<file path="src/lam_pkg.sv">
// Shared types and constants of the look-at orientation matrix unit.
package lam_pkg;

    // Q1.14 value of 1.0.
    localparam int FX_ONE = 16384;
    localparam int FX_W = 16;
    // Width of an exact difference or a cross product before normalization.
    localparam int WIDE_W = 33;
    // Component magnitudes are brought under 2^30 before squaring.
    localparam int MAG_W = 30;
    localparam int SQ_W = 2 * MAG_W;
    localparam int SUM_W = SQ_W + 2;
    localparam int ISQRT_STEPS = 31;
    localparam int ROOT_W = 31;
    localparam int DEN_W = ROOT_W + 1;
    localparam int DIV_STEPS = 15;
    localparam int REM_W = MAG_W + DIV_STEPS + 2;
    localparam int PROD_W = 2 * FX_W;

    typedef logic [2:0][FX_W-1:0] vec_t;
    typedef logic [2:0][WIDE_W-1:0] wide_vec_t;

    // Side data that rides along with an item through a pipeline section.
    typedef struct packed {
        logic mode;
        vec_t a;
        vec_t b;
    } tag_t;

endpackage

</file>
<file path="src/lam_cross.sv">
// Two-stage exact cross product of two Q1.14 vectors.
module lam_cross (
    input  logic               clk,
    input  logic               rst_n,
    input  logic               en,
    input  logic               in_valid,
    input  lam_pkg::vec_t      in_a,
    input  lam_pkg::vec_t      in_b,
    input  lam_pkg::tag_t      in_tag,
    output logic               out_valid,
    output lam_pkg::wide_vec_t out_vec,
    output lam_pkg::tag_t      out_tag
);

    logic          pr_valid_reg;
    lam_pkg::tag_t pr_tag_reg;
    logic signed [lam_pkg::PROD_W-1:0] pr_reg [6];

    logic               out_valid_reg;
    lam_pkg::wide_vec_t out_vec_reg;
    lam_pkg::tag_t      out_tag_reg;

    always_ff @(posedge clk or negedge rst_n)
    begin
        if (!rst_n)
        begin
            pr_valid_reg <= 1'b0;
            out_valid_reg <= 1'b0;
        end
        else if (en)
        begin
            pr_valid_reg <= in_valid;
            out_valid_reg <= pr_valid_reg;
        end
    end

    always_ff @(posedge clk)
    begin
        if (en)
        begin
            pr_tag_reg <= in_tag;
            pr_reg[0] <= $signed(in_a[1]) * $signed(in_b[2]);
            pr_reg[1] <= $signed(in_a[2]) * $signed(in_b[1]);
            pr_reg[2] <= $signed(in_a[2]) * $signed(in_b[0]);
            pr_reg[3] <= $signed(in_a[0]) * $signed(in_b[2]);
            pr_reg[4] <= $signed(in_a[0]) * $signed(in_b[1]);
            pr_reg[5] <= $signed(in_a[1]) * $signed(in_b[0]);
            out_tag_reg <= pr_tag_reg;
            for (int i = 0; i < 3; i++)
                out_vec_reg[i] <= lam_pkg::WIDE_W'(pr_reg[2*i])
                                - lam_pkg::WIDE_W'(pr_reg[2*i+1]);
        end
    end

    assign out_valid = out_valid_reg;
    assign out_vec = out_vec_reg;
    assign out_tag = out_tag_reg;

endmodule

</file>
<file path="config.mk">
export PLATFORM = sky130hd
export DESIGN_NAME = lam_cross
export DESIGN_NICKNAME = d
export VERILOG_FILES = /design/src/lam_pkg.sv /design/src/lam_cross.sv
export SDC_FILE = /design/constraint.sdc
export NUM_CORES = 2
export LEC_CHECK = 0
export ABC_AREA = 1
export BUFFER_PORTS_ARGS = -buffer_cell sky130_fd_sc_hd__buf_2
export CAP_MARGIN = 20
export CORE_MARGIN = 2
export CORE_UTILIZATION = 59
export DETAILED_ROUTE_END_ITERATION = 10
export PLACE_DENSITY = 0.88
export SKIP_LAST_GASP = 1
export SLEW_MARGIN = 20
export SYNTH_ARGS = -nofsm -noshare
export SYNTH_HDL_FRONTEND = slang
export SYNTH_SLANG_ARGS = --single-unit
export TNS_END_PERCENT = 50
</file>
<file path="constraint.sdc">
create_clock -name clk -period 1.8 [get_ports clk]
set_input_delay 0.27 -clock clk [delete_from_list [all_inputs] [get_ports clk]]
set_output_delay 0.27 -clock clk [all_outputs]
set_load 0.005 [all_outputs]
</file>
==> flow_summary_export.csv, run 1 <==
group,metric,value,unit
synth,ys_ff_latch,487,
cts,clock-sinks,487,
synth,syn_inst,10660,
status,failing_step,"global routing (5_1_grt)",
cts,cts_inserted_buffers,58,
place,dp.final_hpwl,226000,um
timing,endpoint_type,"register input",
die,fp-row-count,140,
die,die_height,386.2,um
place,port-buffer-count,393,
synth,syn_nets,13020,
cts,clockBufferDepth,3,
status,status,"stopped before the end",
grt,track_usage,69.21,%
synth,async_reset_ff_share,0.4107,%
cts,cts-root-buf,"clkbuf_16",
synth,synth-edff-count,485,
synth,yosysUniqueCellTypes,37,
grt,gr-total-overflow,1228,
cts,htree_levels,2,
synth,ys_seq_area_share,16.96,%
grt,grt_max_degree,48,
status,firstError,"[ERROR GRT-0232] Routing congestion too high. Check the congestion heatmap in the GUI.",
die,fp.dieW,386.2,um
synth,synth.avg_cell_area,8.086,um2
die,start_util,59.28,%
die,io_pins,394,
synth,ys_warn_count,0,
timing,crit_endpoint,"pr_reg[1][31]$_DFFE_PP_/D",
synth,netlist_area,0.08619,mm2
synth,synth_flop_cell,"edfxtp_1",
place,gp_congestion,0.9924,
==> Yosys cell counts, types with 3 or more instances <==
master,instances,area share (%)
inv_2,7,0.030
edfxtp_1,485,17
nand4_1,94,0.68
o21bai_1,36,0.31
nor3_1,58,0.34
nand3_1,264,1.5
nor2_4,3,0.039
nor2_1,376,1.6
buf_1,6,0.026
and2_1,10,0.073
fa_1,1575,37
nand3_2,10,0.12
xnor2_1,20,0.20
or2_2,7,0.051
nor2_2,32,0.23
a21boi_0,5,0.044
nor4_1,10,0.073
o21ai_1,3,0.017
nand2_1,3023,13
a21o_1,14,0.12
nand2_2,15,0.11
a21oi_1,244,1.4
inv_1,3191,14
nor3_2,17,0.20
xor2_1,151,1.5
nand3b_1,18,0.16
ha_1,588,8.5
clkbuf_1,280,1.2
o21ai_0,103,0.60
==> through the flow <==
| step | cells | util (%) | instance area (um2) | setup WS, ns | hold WS, ns |
|---|---|---|---|---|---|
| after CTS | 14430 | 76.75 | 111600 | -3.110 | 0.08141 |
| after floorplan | 10660 | - | 90080 | -3.242 | -0.02559 |
| after global placement | 14040 | 71.34 | 103700 | -3.945 | 0.05461 |
| after detailed placement | 14040 | 71.34 | 103700 | -4.127 | 0.05977 |
==> metal layers <==
metal | GRT overflow | track usage [%]
met5 | 3 | 38.79
met4 | 369 | 68.87
met3 | 47 | 56.31
met2 | 780 | 84.66
met1 | 29 | 67.06
==> cell families after synthesis <==
family / share of synthesized area, %
compound gates: 2.571
xor+xnor: 1.738
fa+ha+maj: 45.12
buf+inv: 15.18
flops: 16.96
simple gates: 18.44
==> repair_timing <==
action                                 CTS
hold buffers                           100
setup endpoints to repair              257
endpoints found under the hold margin  100
pin swaps                              463
buffers inserted                       157
cloned                                  33
gates resized for setup                840
==> run 2: changes to the inputs <==
Settings changed: CORE_UTILIZATION 59 to 40, PLACE_DENSITY 0.88 to not set, PLACE_DENSITY_LB_ADDON set to 0.15.
Clock period 1.8 ns to 2.3 ns, I/O delays scaled along.
==> flow_summary_export.csv, run 2 <==
group,metric,value,unit
routing,routed_wl,280500,um
synth,ys_warn_count,0,
routing,drt_iter0_drc,3984,
layout,final_cell_mix,"inv_1 (2,956), nand2_1 (2,703), fa_1 (1,469), buf_4 (1,202), edfxtp_1 (485)",
routing,first_pass_iters,6,
routing,avgRoutedWirePerCell,18.26,um
synth,synth_common_cells,"inv_1 (3,191), nand2_1 (3,023), fa_1 (1,575)",
cts,htree_levels,2,
cts,clockBufferDepth,3,
cts,cts-root-buf,"clkbuf_16",
setup_path,critPathCaptureType,"flip-flop",
grt,grt_max_degree,88,
synth,synth_area_leaders,"fa_1 (37%), edfxtp_1 (17%), inv_1 (14%), nand2_1 (13%), ha_1 (8.5%)",
layout,drive_gt1_share,26.11,%
routing,final_antenna_net_count,0,
die,io_pins,394,
synth,synth.avg_cell_area,8.086,um2
cts,clk_latency,0.73,ns
routing,vias,72600,
cts,path_clk_slew,0.05,ns
place,dpl-instance-area,0.1042,mm2
synth,ys_ff_latch,487,
synth,netlist_area,0.08619,mm2
status,failed_checks,"setup timing",
layout,stdcell_area,0.1152,mm2
die,start_util,40.20,%
synth,synth.most_common_cell,"inv_1",
setup_path,cp.arrival,5.32,ns
grt,grt_pass1_wl,431500,um
die,fp.dieW,468.2,um
synth,yosysUniqueCellTypes,37,
timing,max_clock_freq,203.3,MHz
timing,worst_slack,-2.619,ns
timing,worstMarginPinSlew,0.5792,ns
timing,slew_headroom,60.98,%
min_path,hold_path.class,"input port to flip-flop",
place,dp.final_hpwl,228900,um
flow_run,cap_violations,0,
grt,grt_pass1_vias,76880,
timing,grt_setup_unrepaired,"yes",
timing,slew_viol_final,0,
synth,netlist.area_leader.share,36.58,%
synth,async_reset_ff_share,0.4107,%
setup_path,startpoint_type,"input port",
timing,setup_viol,181,
place,port-buffer-count,393,
die,die_height,468.2,um
synth,ys_seq_area_share,16.96,%
status,status,"complete, but fails checks",
timing,period_minus_slack,4.919,ns
setup_path,reg2reg_depth,10,
routing,drc,0,
synth,yosys.area.top_type,"fa_1",
grt,track_usage,25.41,%
timing,worst_clock_skew,0.03497,ns
setup_path,path_class,"input port to flip-flop",
cts,cts_tree,"built",
grt,gr-total-overflow,0,
routing,via_per_inst,4.726,
die,core,0.2144,mm2
grt,antenna_found_initial,13,
setup_path,cp_max_fo,11,
setup_path,crit_required,2.70,ns
cts,clock-sinks,487,
timing,hold_violations,0,
timing,period_share,213.9,%
synth,synth-edff-count,485,
layout,final_nets,14830,
synth,synth_flop_cell,"edfxtp_1",
die,fp-row-count,170,
synth,syn_inst,10660,
min_path,hold_depth,1,
synth,syn_nets,13020,
cts,cts_inserted_buffers,58,
layout,area_delta_synth_final,33.65,%
layout,final_common_cell,"inv_1",
die,dieArea,0.2192,mm2
place,gp_congestion,0.9333,
layout,largest_register_ffs,192,
## run 2: path summary, 6_finish.rpt
| kind | from | end | slack (ns) |
|---|---|---|---|
| min in group asynchronous | rst_n | out_valid$_DFFE_PN0P_ | 0.52 |
| max | in_a[15] | pr_reg[4][31]$_DFFE_PP_ | -2.62 |
| max in group asynchronous | rst_n | pr_valid_reg$_DFFE_PN0P_ | 1.65 |
| max reg2reg | pr_reg[1][28]$_DFFE_PP_ | out_vec[29]$_DFFE_PP_ | -0.27 |
| min reg2reg | pr_tag_reg[43]$_DFFE_PP_ | out_tag[43]$_DFFE_PP_ | 0.41 |
| min | en | pr_reg[4][31]$_DFFE_PP_ | 0.12 |
## run 2: cell type report
class	count	area [um2]
multi-input cells	6686	64160
inverters	3200	12060
clock inverters	39	509.2
flip-flops and latches	487	14610
clock buffers	68	1519
diodes	6	15.01
well taps	2838	3551
fillers	19930	99210
repair buffers	2037	18760
## run 2: layer usage
layer	wire (um)	track usage, %
met5	25	0
met4	6600	5.120
met3	15640	2.641
met2	134200	43.20
met1	124000	35.13
## run 2: critical path, cell delays in order
cell,delay [ns]
buf_12,0.08
buf_12,0.16
buf_12,0.14
buf_4,0.13
nand2_1,0.05
inv_1,0.11
fa_2,0.48
buf_4,0.16
fa_1,0.53
inv_1,0.06
fa_1,0.47
fa_1,0.51
inv_1,0.05
fa_1,0.47
fa_1,0.55
ha_4,0.23
a21oi_1,0.20
o21ai_0,0.13
a21oi_1,0.18
nand3_1,0.11
nand2_1,0.08
nand2_1,0.06
## run 2: kinds of logic (layout without fill, tap and decap cells)
kind of cell / after synthesis / after routing / share of synthesized area, %
adder cells (fa/ha/maj): 2163 / 2163 / 45.12
AO/OA/AOI/OAI: 412 / 412 / 2.571
flip-flops: 487 / 487 / 16.96
buffers and inverters: 3486 / 5344 / 15.18
XOR/XNOR: 171 / 171 / 1.738
other: 0 / 6 / 0
AND/OR/NAND/NOR: 3940 / 3940 / 18.44
## run 2: timing repair
action                                 4_1_cts  5_1_grt
endpoints found under the hold margin      100        0
resized for setup                          568      785
setup endpoints to repair                  179      209
pin swaps                                  311      484
hold buffers                               100        0
gates cloned                                16       23
buffers inserted                           174      108
## run 2: stage by stage
stage | worst slack, ns | instances | TNS [ns] | hold slack (ns) | utilization, %
finish | -2.619 | 15360 | -375.23 | 0.1221 | 53.73
global route | -2.810 | 15360 | -404.91 | 0.1197 | 53.72
CTS | -2.621 | 15240 | -375.82 | 0.09807 | 51.87
detailed placement | -3.569 | 14850 | -526.44 | 0.1347 | 48.62
global placement | -3.525 | 14850 | -523.53 | 0.1292 | 48.62
floorplan | -2.817 | 10660 | -385.50 | 0.04941 | -
Power of run 2 is left out: the tool's default activity adds up to more than one toggle a clock period on the data nets, which glitch-free logic cannot reach.
